<file path="config.mk">
export PLATFORM = sky130hd
export DESIGN_NAME = packet_dedup_rate_limit_filter_unit
export DESIGN_NICKNAME = d
export VERILOG_FILES = /design/src/pdrl_pkg.sv /design/src/pdrl_front.sv /design/src/pdrl_queue.sv /design/src/pdrl_back.sv /design/src/packet_dedup_rate_limit_filter_unit.sv
export SDC_FILE = /design/constraint.sdc
export NUM_CORES = 2
export LEC_CHECK = 0
export BUFFER_PORTS_ARGS = -buffer_cell sky130_fd_sc_hd__buf_2
export CORE_MARGIN = 2
export CORE_UTILIZATION = 29
export CTS_CLUSTER_SIZE = 40
export DETAILED_ROUTE_END_ITERATION = 16
export GPL_ROUTABILITY_DRIVEN = 1
export HOLD_SLACK_MARGIN = 0.05
export PLACE_DENSITY = 0.4
export SLEW_MARGIN = 20
export SYNTH_ARGS = -nofsm -noshare
export SYNTH_HDL_FRONTEND = slang
export SYNTH_SLANG_ARGS = --single-unit
</file>
<file path="constraint.sdc">
create_clock -name aclk -period 6.65 [get_ports aclk]
set_input_delay 0.3325 -clock aclk [delete_from_list [all_inputs] [get_ports aclk]]
set_output_delay 0.3325 -clock aclk [all_outputs]
set_load 0.02 [all_outputs]
</file>
<file path="src/pdrl_pkg.sv">
// Shared types, constants and codes for the packet dedup and rate limit filter.
package pdrl_pkg;

    // Duplicate history
    localparam int HISTORY_DEPTH = 20;

    // Front-to-back queue
    localparam int QUEUE_DEPTH = 2;
    localparam int QUEUE_PTR_W = (QUEUE_DEPTH > 1) ? $clog2(QUEUE_DEPTH) : 1;
    localparam int QUEUE_CNT_W = $clog2(QUEUE_DEPTH + 1);

    // Application ports
    localparam logic [8:0] PORT_TEXT       = 9'd1;
    localparam logic [8:0] PORT_POSITION   = 9'd3;
    localparam logic [8:0] PORT_WAYPOINT   = 9'd8;
    localparam logic [8:0] PORT_ALERT      = 9'd11;
    localparam logic [8:0] PORT_TELEMETRY  = 9'd67;
    localparam logic [8:0] PORT_TRACEROUTE = 9'd70;

    localparam logic [31:0] BROADCAST_NODE = 32'hFFFF_FFFF;

    // Send-time slots
    localparam int NUM_SLOTS = 6;
    localparam int SLOT_W    = $clog2(NUM_SLOTS);
    localparam logic [SLOT_W-1:0] SLOT_TEXT       = SLOT_W'(0);
    localparam logic [SLOT_W-1:0] SLOT_POSITION   = SLOT_W'(1);
    localparam logic [SLOT_W-1:0] SLOT_WAYPOINT   = SLOT_W'(2);
    localparam logic [SLOT_W-1:0] SLOT_ALERT      = SLOT_W'(3);
    localparam logic [SLOT_W-1:0] SLOT_TELEMETRY  = SLOT_W'(4);
    localparam logic [SLOT_W-1:0] SLOT_TRACEROUTE = SLOT_W'(5);

    // Rate class of a packet
    typedef logic [1:0] kind_t;
    localparam kind_t KIND_NONE  = 2'd0;
    localparam kind_t KIND_TEXT  = 2'd1;
    localparam kind_t KIND_POS   = 2'd2;
    localparam kind_t KIND_TRACE = 2'd3;

    // Verdict codes
    typedef logic [2:0] verdict_t;
    localparam verdict_t VERDICT_ACCEPT     = 3'd0;
    localparam verdict_t VERDICT_DUPLICATE  = 3'd1;
    localparam verdict_t VERDICT_TRACE_RATE = 3'd2;
    localparam verdict_t VERDICT_TRACE_BCST = 3'd3;
    localparam verdict_t VERDICT_POS_RATE   = 3'd4;
    localparam verdict_t VERDICT_TEXT_RATE  = 3'd5;

    // Configuration registers
    localparam int CFG_IDX_W = 2;
    localparam logic [CFG_IDX_W-1:0] CFG_TRACE_WINDOW = 2'd0;
    localparam logic [CFG_IDX_W-1:0] CFG_POS_WINDOW   = 2'd1;
    localparam logic [CFG_IDX_W-1:0] CFG_TEXT_WINDOW  = 2'd2;

    localparam logic [31:0] TRACE_WINDOW_RST = 32'd30000;
    localparam logic [31:0] POS_WINDOW_RST   = 32'd10000;
    localparam logic [31:0] TEXT_WINDOW_RST  = 32'd2000;

    // Stream widths
    localparam int IN_TDATA_W  = 112;
    localparam int OUT_TDATA_W = 8;

    // Classified item handed from front to back
    typedef struct packed {
        logic [31:0]       packet_id;
        logic [31:0]       now_ms;
        logic [SLOT_W-1:0] slot;
        logic              slot_vld;
        kind_t             kind;
        logic              bcast;
        logic              multi_hop;
    } item_t;

endpackage

</file>
<file path="src/pdrl_front.sv">
// Input side: takes packet transfers, decodes port class and slot, pushes to the queue.
module pdrl_front (
    input  logic                            s_tvalid,
    output logic                            s_tready,
    input  logic [pdrl_pkg::IN_TDATA_W-1:0] s_tdata,
    input  logic                            q_full,
    output logic                            q_push,
    output pdrl_pkg::item_t                 q_item
);
    import pdrl_pkg::*;

    logic [31:0] packet_id;
    logic [8:0]  port_num;
    logic [31:0] dest_node;
    logic [2:0]  hop_cnt;
    logic [31:0] now_ms;

    assign packet_id = s_tdata[31:0];
    assign port_num  = s_tdata[40:32];
    assign dest_node = s_tdata[72:41];
    assign hop_cnt   = s_tdata[75:73];
    assign now_ms    = s_tdata[107:76];

    assign s_tready = !q_full;
    assign q_push   = s_tvalid && !q_full;

    always_comb begin
        q_item           = '0;
        q_item.packet_id = packet_id;
        q_item.now_ms    = now_ms;
        q_item.bcast     = (dest_node == BROADCAST_NODE);
        q_item.multi_hop = (hop_cnt != 3'd0);
        unique case (port_num)
            PORT_TEXT: begin
                q_item.slot = SLOT_TEXT;  q_item.slot_vld = 1'b1; q_item.kind = KIND_TEXT;
            end
            PORT_POSITION: begin
                q_item.slot = SLOT_POSITION; q_item.slot_vld = 1'b1; q_item.kind = KIND_POS;
            end
            PORT_WAYPOINT: begin
                q_item.slot = SLOT_WAYPOINT; q_item.slot_vld = 1'b1; q_item.kind = KIND_POS;
            end
            PORT_ALERT: begin
                q_item.slot = SLOT_ALERT; q_item.slot_vld = 1'b1; q_item.kind = KIND_POS;
            end
            PORT_TELEMETRY: begin
                q_item.slot = SLOT_TELEMETRY; q_item.slot_vld = 1'b1; q_item.kind = KIND_POS;
            end
            PORT_TRACEROUTE: begin
                q_item.slot = SLOT_TRACEROUTE; q_item.slot_vld = 1'b1;
                q_item.kind = KIND_TRACE;
            end
            default: begin
                q_item.slot = '0; q_item.slot_vld = 1'b0; q_item.kind = KIND_NONE;
            end
        endcase
    end

endmodule

</file>
<file path="src/pdrl_queue.sv">
// Short register queue between the front and back parts.
module pdrl_queue (
    input  logic            aclk,
    input  logic            aresetn,
    input  logic            push,
    input  pdrl_pkg::item_t push_item,
    output logic            full,
    input  logic            pop,
    output pdrl_pkg::item_t head_item,
    output logic            empty
);
    import pdrl_pkg::*;

    item_t                  entry_reg [QUEUE_DEPTH];
    logic [QUEUE_PTR_W-1:0] wr_ptr_reg, wr_ptr_next;
    logic [QUEUE_PTR_W-1:0] rd_ptr_reg, rd_ptr_next;
    logic [QUEUE_CNT_W-1:0] count_reg, count_next;
    logic                   do_push, do_pop;

    assign full      = (count_reg == QUEUE_CNT_W'(QUEUE_DEPTH));
    assign empty     = (count_reg == '0);
    assign head_item = entry_reg[rd_ptr_reg];
    assign do_push   = push && !full;
    assign do_pop    = pop && !empty;

    always_comb begin
        wr_ptr_next = wr_ptr_reg;
        rd_ptr_next = rd_ptr_reg;
        count_next  = count_reg;
        if (do_push) begin
            wr_ptr_next = (wr_ptr_reg == QUEUE_PTR_W'(QUEUE_DEPTH - 1)) ? '0
                                                                       : wr_ptr_reg + 1'b1;
        end
        if (do_pop) begin
            rd_ptr_next = (rd_ptr_reg == QUEUE_PTR_W'(QUEUE_DEPTH - 1)) ? '0
                                                                       : rd_ptr_reg + 1'b1;
        end
        if (do_push && !do_pop) begin
            count_next = count_reg + 1'b1;
        end else if (do_pop && !do_push) begin
            count_next = count_reg - 1'b1;
        end
    end

    always_ff @(posedge aclk) begin
        if (!aresetn) begin
            wr_ptr_reg <= '0;
            rd_ptr_reg <= '0;
            count_reg  <= '0;
        end else begin
            wr_ptr_reg <= wr_ptr_next;
            rd_ptr_reg <= rd_ptr_next;
            count_reg  <= count_next;
        end
    end

    always_ff @(posedge aclk) begin
        if (do_push) begin
            entry_reg[wr_ptr_reg] <= push_item;
        end
    end

endmodule

</file>
<file path="src/pdrl_back.sv">
// Back part: history compare, rate checks, state update and result register.
module pdrl_back (
    input  logic                                  aclk,
    input  logic                                  aresetn,
    input  logic                                  q_empty,
    input  pdrl_pkg::item_t                       q_head,
    output logic                                  q_pop,
    input  logic                                  cfg_valid,
    input  logic [pdrl_pkg::CFG_IDX_W-1:0]        cfg_index,
    input  logic [31:0]                           cfg_data,
    output logic                                  m_tvalid,
    input  logic                                  m_tready,
    output logic [pdrl_pkg::OUT_TDATA_W-1:0]      m_tdata
);
    import pdrl_pkg::*;

    localparam logic ST_IDLE    = 1'b0;
    localparam logic ST_RESOLVE = 1'b1;

    logic state_reg, state_next;

    // Stored state
    logic [31:0] hist_reg  [HISTORY_DEPTH];
    logic [31:0] hist_next [HISTORY_DEPTH];
    logic [31:0] times_reg [NUM_SLOTS];
    logic [31:0] trace_win_reg, pos_win_reg, text_win_reg;

    // Stage registers
    item_t                    item_reg;
    logic [HISTORY_DEPTH-1:0] hit_vec_reg, empty_vec_reg;
    logic                     soon_reg;

    // Output register
    logic     m_tvalid_reg;
    verdict_t verdict_reg;
    logic     ack_reg;

    // Stage 1 logic
    logic [HISTORY_DEPTH-1:0] hit_vec, empty_vec;
    logic [31:0]              last_time, window, elapsed;
    logic                     soon;

    // Stage 2 logic
    logic [HISTORY_DEPTH-1:0] cand_vec, first_oh;
    logic                     id_nz, dup, store_slot, do_shift;
    logic                     out_free, commit;
    verdict_t                 verdict;
    logic                     ack;

    assign out_free = !m_tvalid_reg || m_tready;
    assign q_pop    = (state_reg == ST_IDLE) && !q_empty;
    assign commit   = (state_reg == ST_RESOLVE) && out_free;

    // Compare against every history entry at once
    always_comb begin
        for (int i = 0; i < HISTORY_DEPTH; i++) begin
            hit_vec[i]   = (hist_reg[i] == q_head.packet_id);
            empty_vec[i] = (hist_reg[i] == '0);
        end
    end

    always_comb begin
        last_time = q_head.slot_vld ? times_reg[q_head.slot] : '0;
        unique case (q_head.kind)
            KIND_TRACE: window = trace_win_reg;
            KIND_POS:   window = pos_win_reg;
            KIND_TEXT:  window = text_win_reg;
            default:    window = '0;
        endcase
        elapsed = q_head.now_ms - last_time;
        soon    = q_head.slot_vld && (last_time != '0) && (elapsed < window);
    end

    // First slot that matches or is empty, as in a scan from index 0
    assign cand_vec   = hit_vec_reg | empty_vec_reg;
    assign first_oh   = cand_vec & ~(cand_vec - 1'b1);
    assign id_nz      = (item_reg.packet_id != '0);
    assign dup        = id_nz && ((first_oh & hit_vec_reg) != '0);
    assign store_slot = id_nz && !dup && ((first_oh & empty_vec_reg) != '0);
    assign do_shift   = id_nz && !dup && (first_oh == '0);

    always_comb begin
        priority if (dup) begin
            verdict = VERDICT_DUPLICATE;
        end else if (item_reg.kind == KIND_TRACE && soon_reg) begin
            verdict = VERDICT_TRACE_RATE;
        end else if (item_reg.kind == KIND_TRACE && item_reg.bcast && item_reg.multi_hop) begin
            verdict = VERDICT_TRACE_BCST;
        end else if (item_reg.kind == KIND_POS && soon_reg) begin
            verdict = VERDICT_POS_RATE;
        end else if (item_reg.kind == KIND_TEXT && soon_reg) begin
            verdict = VERDICT_TEXT_RATE;
        end else begin
            verdict = VERDICT_ACCEPT;
        end
        ack = (verdict == VERDICT_ACCEPT) && (item_reg.kind == KIND_TRACE) && !item_reg.bcast;
    end

    always_comb begin
        for (int i = 0; i < HISTORY_DEPTH; i++) begin
            hist_next[i] = hist_reg[i];
        end
        if (commit && store_slot) begin
            for (int i = 0; i < HISTORY_DEPTH; i++) begin
                if (first_oh[i]) begin
                    hist_next[i] = item_reg.packet_id;
                end
            end
        end else if (commit && do_shift) begin
            for (int i = 0; i < HISTORY_DEPTH - 1; i++) begin
                hist_next[i] = hist_reg[i + 1];
            end
            hist_next[HISTORY_DEPTH - 1] = item_reg.packet_id;
        end
    end

    always_comb begin
        state_next = state_reg;
        unique case (state_reg)
            ST_IDLE:    if (!q_empty) state_next = ST_RESOLVE;
            ST_RESOLVE: if (out_free) state_next = ST_IDLE;
            default:    state_next = ST_IDLE;
        endcase
    end

    always_ff @(posedge aclk) begin
        if (!aresetn) begin
            state_reg     <= ST_IDLE;
            m_tvalid_reg  <= 1'b0;
            trace_win_reg <= TRACE_WINDOW_RST;
            pos_win_reg   <= POS_WINDOW_RST;
            text_win_reg  <= TEXT_WINDOW_RST;
            for (int i = 0; i < HISTORY_DEPTH; i++) begin
                hist_reg[i] <= '0;
            end
            for (int i = 0; i < NUM_SLOTS; i++) begin
                times_reg[i] <= '0;
            end
        end else begin
            state_reg <= state_next;
            for (int i = 0; i < HISTORY_DEPTH; i++) begin
                hist_reg[i] <= hist_next[i];
            end
            if (commit) begin
                m_tvalid_reg <= 1'b1;
                if (verdict == VERDICT_ACCEPT && item_reg.slot_vld) begin
                    times_reg[item_reg.slot] <= item_reg.now_ms;
                end
            end else if (m_tready) begin
                m_tvalid_reg <= 1'b0;
            end
            if (cfg_valid) begin
                unique case (cfg_index)
                    CFG_TRACE_WINDOW: trace_win_reg <= cfg_data;
                    CFG_POS_WINDOW:   pos_win_reg   <= cfg_data;
                    CFG_TEXT_WINDOW:  text_win_reg  <= cfg_data;
                    default: ;
                endcase
            end
        end
    end

    always_ff @(posedge aclk) begin
        if (q_pop) begin
            item_reg      <= q_head;
            hit_vec_reg   <= hit_vec;
            empty_vec_reg <= empty_vec;
            soon_reg      <= soon;
        end
        if (commit) begin
            verdict_reg <= verdict;
            ack_reg     <= ack;
        end
    end

    assign m_tvalid = m_tvalid_reg;
    assign m_tdata  = {{(OUT_TDATA_W - 4){1'b0}}, ack_reg, verdict_reg};

`ifndef NO_ASSERTIONS
    a_pop_starts_resolve: assert property (@(posedge aclk) disable iff (!aresetn)
        q_pop |=> (state_reg == ST_RESOLVE))
        else $error("pop did not start resolve");

    a_stall_holds_resolve: assert property (@(posedge aclk) disable iff (!aresetn)
        (state_reg == ST_RESOLVE && !out_free) |=> (state_reg == ST_RESOLVE))
        else $error("resolve left while result port blocked");

    a_ack_only_on_accept: assert property (@(posedge aclk) disable iff (!aresetn)
        m_tvalid_reg |-> (!ack_reg || verdict_reg == VERDICT_ACCEPT))
        else $error("want-ack on rejected packet");

    a_commit_loads_output: assert property (@(posedge aclk) disable iff (!aresetn)
        commit |=> m_tvalid_reg)
        else $error("committed result not presented");
`endif

endmodule

</file>
<file path="src/packet_dedup_rate_limit_filter_unit.sv">
// Top level of the packet duplicate suppression and rate limit filter.
//
// Each packet transfer on s_ yields exactly one verdict transfer on m_, in order.
// The front decodes the port into a rate class and send-time slot and pushes the
// packet into a two-entry queue, so the input keeps taking packets while a verdict
// waits on the m_ side. The back takes one packet at a time; its idle state
// compares the id against all HISTORY_DEPTH history entries in parallel and
// checks the slot's elapsed time (wrap-aware 32-bit subtract) against its window;
// the resolve state resolves the first matching or empty history slot, picks the
// verdict by priority (duplicate, traceroute rate, broadcast multi-hop
// traceroute, position-class rate, text rate), updates history and send time,
// and loads the output register, holding while m_ is blocked. A zero id skips
// the history; ids are recorded even for rate-limited packets. A send time of
// zero reads as never sent. The user writes window registers (cfg_index 0
// traceroute, 1 position class, 2 text; other indexes ignored) only while no
// packet is in flight; the block does not enforce this. cfg_ready is always
// high. History and send times clear at reset with no clearing pass.
module packet_dedup_rate_limit_filter_unit (
    input  logic                             aclk,
    input  logic                             aresetn,
    // packet input
    input  logic                             s_tvalid,
    output logic                             s_tready,
    // [31:0] packet_id, [40:32] port_num, [72:41] dest_node,
    // [75:73] hop count, [107:76] now_ms, [111:108] zero
    input  logic [pdrl_pkg::IN_TDATA_W-1:0]  s_tdata,
    // verdict output
    output logic                             m_tvalid,
    input  logic                             m_tready,
    // [2:0] verdict, [3] forced ack request, [7:4] zero
    output logic [pdrl_pkg::OUT_TDATA_W-1:0] m_tdata,
    // configuration writes
    input  logic                             cfg_valid,
    output logic                             cfg_ready,
    input  logic [pdrl_pkg::CFG_IDX_W-1:0]   cfg_index,
    input  logic [31:0]                      cfg_data
);
    import pdrl_pkg::*;

    item_t push_item, head_item;
    logic  q_push, q_full, q_pop, q_empty;

    // Window registers take a write every cycle
    assign cfg_ready = 1'b1;

    pdrl_front u_front (
        .s_tvalid (s_tvalid),
        .s_tready (s_tready),
        .s_tdata  (s_tdata),
        .q_full   (q_full),
        .q_push   (q_push),
        .q_item   (push_item)
    );

    pdrl_queue u_queue (
        .aclk      (aclk),
        .aresetn   (aresetn),
        .push      (q_push),
        .push_item (push_item),
        .full      (q_full),
        .pop       (q_pop),
        .head_item (head_item),
        .empty     (q_empty)
    );

    pdrl_back u_back (
        .aclk      (aclk),
        .aresetn   (aresetn),
        .q_empty   (q_empty),
        .q_head    (head_item),
        .q_pop     (q_pop),
        .cfg_valid (cfg_valid),
        .cfg_index (cfg_index),
        .cfg_data  (cfg_data),
        .m_tvalid  (m_tvalid),
        .m_tready  (m_tready),
        .m_tdata   (m_tdata)
    );

endmodule

</file>
== Word level (Yosys, flattened, before mapping) ==
Memories as Yosys holds them, arrays and structs flattened. A register that Yosys moved wholly into a read port is not among the register bits.
Index checks and enable logic that the tools add are counted.
Widths: inputs -> output; s select.
Word-level totals
  register bits after elaboration: 219
  RAM bits: 976
  word-level logic and storage cells: 230
  memories kept: 3
Operators by class
  add/sub/neg operators: 6
  magnitude comparators: 1
  equality and inequality tests: 36
  muxes and demuxes: 72
  bitwise logic cells: 26
  reduce and logical (&&, ||, !) cells: 66
Memories
  u_back.hist_reg: words 20, bits a word 32, rd ports 20, clocked after memory_dff 0, write ports 20, line pdrl_back.sv:23  | logic [31:0] hist_reg [HISTORY_DEPTH];
  u_back.times_reg: words 6, bits a word 32, rd ports 1, clocked after memory_dff 0, write ports 6, line pdrl_back.sv:25  | logic [31:0] times_reg [NUM_SLOTS];
  u_queue.entry_reg: words 2, bits a word 72, rd ports 1, clocked after memory_dff 1, write ports 1, line pdrl_queue.sv:14  | item_t entry_reg [QUEUE_DEPTH];
Operator list (count)
  $mux 32: 42
  $mux 640: 2
  $eq 32x32->1: 20
  $logic_not 32->1: 20
  $pmux 32 s3: 1
  $reduce_bool 32->1: 2
  $and 20x20->20: 3
  $reduce_bool 20->1: 2
  $pmux 6 s6: 1
  $eq 32x32->1 const B: 1
  $lt 32x32->1: 1
  $reduce_or 32->1: 1
  $sub 32x32->32: 1
  $logic_and 1x1->1: 23
  $logic_not 20->1: 1
  $not 20->20: 1
  $or 1x1->1: 20
  $or 20x20->20: 1
  $sub 20x1->20 const B: 1
  $eq 9x4->1 const B: 2
  $eq 9x7->1 const B: 2
  $mux 3: 6
  $mux 1: 17
  $eq 2x2->1 const B: 6
  16 further kinds: 30

== Longest topological paths before layout ==
  depth in word-level cells: 16
  mapped depth: 23
  gate-level depth less buffers: 21

== Modules after synthesis ==
From an unflattened synthesis, not the netlist that was laid out.
Unflattened totals
  cells, all modules: 6188
  area, all modules: 61058.6 sq um
Modules (own cells, without submodules)
  pdrl_back: instances 1, cells each 5832, area an instance 54840.1 sq um, sequential area each 25974.9 sq um
  pdrl_queue: instances 1, cells each 249, area an instance 5452.7 sq um, sequential area each 4424.2 sq um
  pdrl_front: instances 1, cells each 105, area an instance 754.5 sq um, sequential area each 0.0 sq um
  packet_dedup_rate_limit_filter_unit: instances 1, cells each 2, area an instance 11.3 sq um, sequential area each 0.0 sq um

== Worst setup path before layout ==
No wires, ideal clock.
  path type: register to register
  start point: reg with a tool-made name
  end point: reg u_back.soon_reg (data pin)
  library setup time: 0.157 ns
  data arrival time: 5.449 ns
  data required time: 6.493 ns
  slack: 1.044 ns
  cell stages (with the launch flop): 23
  buffers on the path: 3
  path through: dfxtp_1 clkbuf_1 mux2_2 buf_2 buf_2 mux4_2 a22oi_1 ha_1 a211oi_1 o211ai_1 a41o_1 a2111oi_0 o311ai_0 o311ai_0 xnor2_1 ha_1 a21o_1 a21o_1 a21o_1 a21o_1 a221oi_1 o31ai_1 nor3_1
RTL lines
  to (signal assigned): line pdrl_back.sv:168  | soon_reg <= soon;
  to (decl): line pdrl_back.sv:31  | logic soon_reg;

==> impl_results.md <==
- Total grt overflow: 0
- FF+latch area: 30400 um^2
- Seq/Total Area, Yosys: 0.487
- Post-CTS setup buffers: 0
- Crit share post-route: 0.895
- Root Driver: clkbuf_16
- CP Max Fanout: 16
- Ys async rst share: 0
- Worst Skew: 0.0258 ns
- Mapped cell area: 62400 um^2
- Die Y: 468 um
- Post_cts resized: 0
- Number of nets with antenna violations after routing: 0
- Unrepaired setup endpoints after global routing: no
- Slew Viols, Final: 0
- Total track usage: 0.240
- Post-Syn Area per Cell: 9.87 um^2
- Core area: 214000 um^2
- CTS tree: done
- Die width: 468 um
- Initial DRC count: 5262
- R2r setup slk: 0.70 ns
- Post-synth cell types: 79
- Worst EP arrival: 6.60 ns
- Highest Clock Rate: 0.168 GHz
- Kind of critical path: reg2reg
- Layout cells sized above 1: 0.121
- Worst-Skew Late Latency: 0.82 ns
- Maximum vdd drop: 0.339 mV
- Clock sinks: 1260
- Synth Instances: 6320
- # fillers: 21900
- Initial core utilization: 0.291
- Final Hold Fails: 0
- DP Wirelength: 172000 um
- Largest register FFs: 640
- Status: completed
- Post-synth EDFFs: 517
- Vias per cell: 5.78
- Area of the multi-input gates: 29700 um^2
- Minimum clock period: 5.95 ns
- Crit path capture type: flop
- Die area: 219000 um^2
- Largest net degree at the start of global routing: 198
- PwrDens: 378 nW/um^2
- Cell row count: 170
- PortBufs: 152
- WL/cell: 29.2 um
- Vias: 53600
- First drt pass iteration count: 5
- Data required, critical path: 7.31 ns
- Final setup TNS: 0 ns
- Final WL: 271000 um
- Final Setup Violations: 0
- Final Net Count: 6517
- # DRC: 0
- Worst slew margin: 0.167
- Area delta synth->final: 16.2%
- Leakage: 0.0218 uW
- Total CTS buffers: 153
- Path category of the worst min-delay check: in2reg
- Number of global-route vias before repair: 52300
- Reg clk slew, reported paths: 0.06 ns
- H-tree Lvls: 4
- Hold Worst Slack: 0.164 ns
- Synth warn: 0
- Ys flop type: dfxtp_1
- Initial antenna violation count: 5
- Startpoint Class: flop
- Max Cap Violations: 0
- Ports: 162
- First-pass GRT wire length: 387000 um
- Slew @ Worst Pin: 1.25 ns
- Clock buffer depth: 3
- Routability congestion estimate: 0.851
- Number of synthesized register bits: 1260
==> worst paths after layout <==
check                                       startpoint                       to  cells after the start
worst min register to register  u_back.pos_win_reg[17]   u_back.pos_win_reg[17]                      2
worst max-delay path                              flop          u_back.soon_reg                     18
worst min-delay path                       s_tdata[39]  u_queue.entry_reg[0][6]                      5
worst max register to register                    flop          u_back.soon_reg                     18
==> power breakdown <==
part | total (uW) | internal (uW) | switching, uW
sequential | 9340 | 8840 | 502
combinational | 9580 | 2940 | 6640
clock | 8460 | 4840 | 3630
total | 27400 | 16600 | 10800
==> critical path, cell delays in order, from the launching register on <==
cell	delay, ns
dfxtp_4	0.37
mux2_4	0.46
buf_12	0.20
mux4_2	0.49
a22oi_1	0.35
ha_1	0.37
a2111o_1	0.40
o21ai_0	0.56
o21ai_0	0.26
o31ai_1	0.33
a21boi_0	0.36
ha_1	0.31
a21o_1	0.16
a21o_1	0.17
a21o_1	0.17
a21o_1	0.17
a221oi_1	0.28
o31ai_1	0.15
nor3_1	0.18
==> cell usage in the layout, fill, tap and decap left out, drive strengths merged, types with 8 or more instances in the layout <==
cell         count
a2111oi         12
a21o            22
a21oi          213
a22oi           31
a311oi         352
a31oi          260
and2            34
and3            11
buf            319
clkbuf         226
clkinv          42
dfxtp          743
diode            8
dlygate4sd3    115
edfxtp         517
ha              63
inv            104
mux2            36
mux2i           40
mux4            64
nand2          295
nand2b          12
nand3           98
nand4          107
nor2            97
nor2b            8
nor3           533
nor4           339
o211ai          14
o21ai          922
or2             17
or3             12
or4             11
xnor2          656
xor2            16
==> cell type report <==
class,instances,share of cell area
Timing Repair Buffer,435,0.0476
Antenna cell,8,0.000276
Clock inverter,59,0.00785
Clock buffer,225,0.0606
Inverter,93,0.00499
Tap cell,2838,0.0490
Sequential cell,1260,0.419
Multi-Input combinational cell,4359,0.410
==> metrics by stage <==
step,util,area (um^2),setup slack (ns),std cells,total power [uW]
6_report,0.338,72500,0.702,9277,27400
5_1_grt,0.338,72500,0.318,9271,28500
4_1_cts,0.338,72400,0.572,9268,27500
3_5_place_dp,0.310,66300,0.593,8869,19000
3_3_place_gp,0.309,66200,0.581,8865,19000
2_1_floorplan,-,62400,1.04,6323,15000
==> cell usage after synthesis (6+ instances only) <==
library cell  instances  share of area
o21ai_0             921          0.074
dfxtp_1             743           0.24
xnor2_1             656          0.092
nor3_1              530          0.043
edfxtp_1            517           0.25
clkbuf_1            465          0.028
a311oi_1            352          0.049
nor4_1              336          0.034
nand2_1             295          0.018
a31oi_1             260          0.026
a21oi_1             213          0.017
nand4_1             107          0.011
buf_2                99         0.0079
nor2_1               97         0.0058
inv_1                92         0.0055
nand3_1              75         0.0060
mux4_2               64          0.023
ha_1                 63          0.013
mux2i_1              40         0.0064
mux2_2               36         0.0065
and2_1               34         0.0034
a22oi_1              31         0.0037
nand3_2              23         0.0037
a21o_1               22         0.0026
buf_4                21         0.0025
or2_2                17         0.0017
xor2_1               16         0.0022
buf_6                14         0.0025
o211ai_1             14         0.0017
nand2b_1             12         0.0012
or3_1                12         0.0012
and3_1               11         0.0011
buf_1                11        0.00066
or4_1                10         0.0012
a2111oi_4             8         0.0035
nor2b_1               8        0.00080
a211oi_1              7        0.00084
nand3b_1              6        0.00072
nand4b_1              6        0.00084
o31ai_1               6        0.00072
==> logic make-up after synthesis <==
kind of cell,Yosys count,synth area share
AOI/OAI and AO/OA,1877,0.186
and+or+nand+nor,1601,0.136
DFF,1260,0.487
buffers and inverters,704,0.0475
xor gates and xnor gates,672,0.0943
muxes,140,0.0360
adders and majority gates,64,0.0130
other,2,0.000120
==> routing by layer <==
metal	up-vias	track usage	wire [um]	share of wire
li1	24100	-	-	-
met1	27200	0.315	117000	0.43
met2	1858	0.399	129000	0.48
met3	466	0.0379	15400	0.057
met4	0	0.0836	9450	0.035
met5	-	0	0	0
==> timing repair <==
action                                 in CTS  in global routing
setup endpoints to repair                   0                  0
hold buffers                              115                  0
endpoints found under the hold margin     242                  0
No activity file was read; power rests on OpenSTA's default activity.
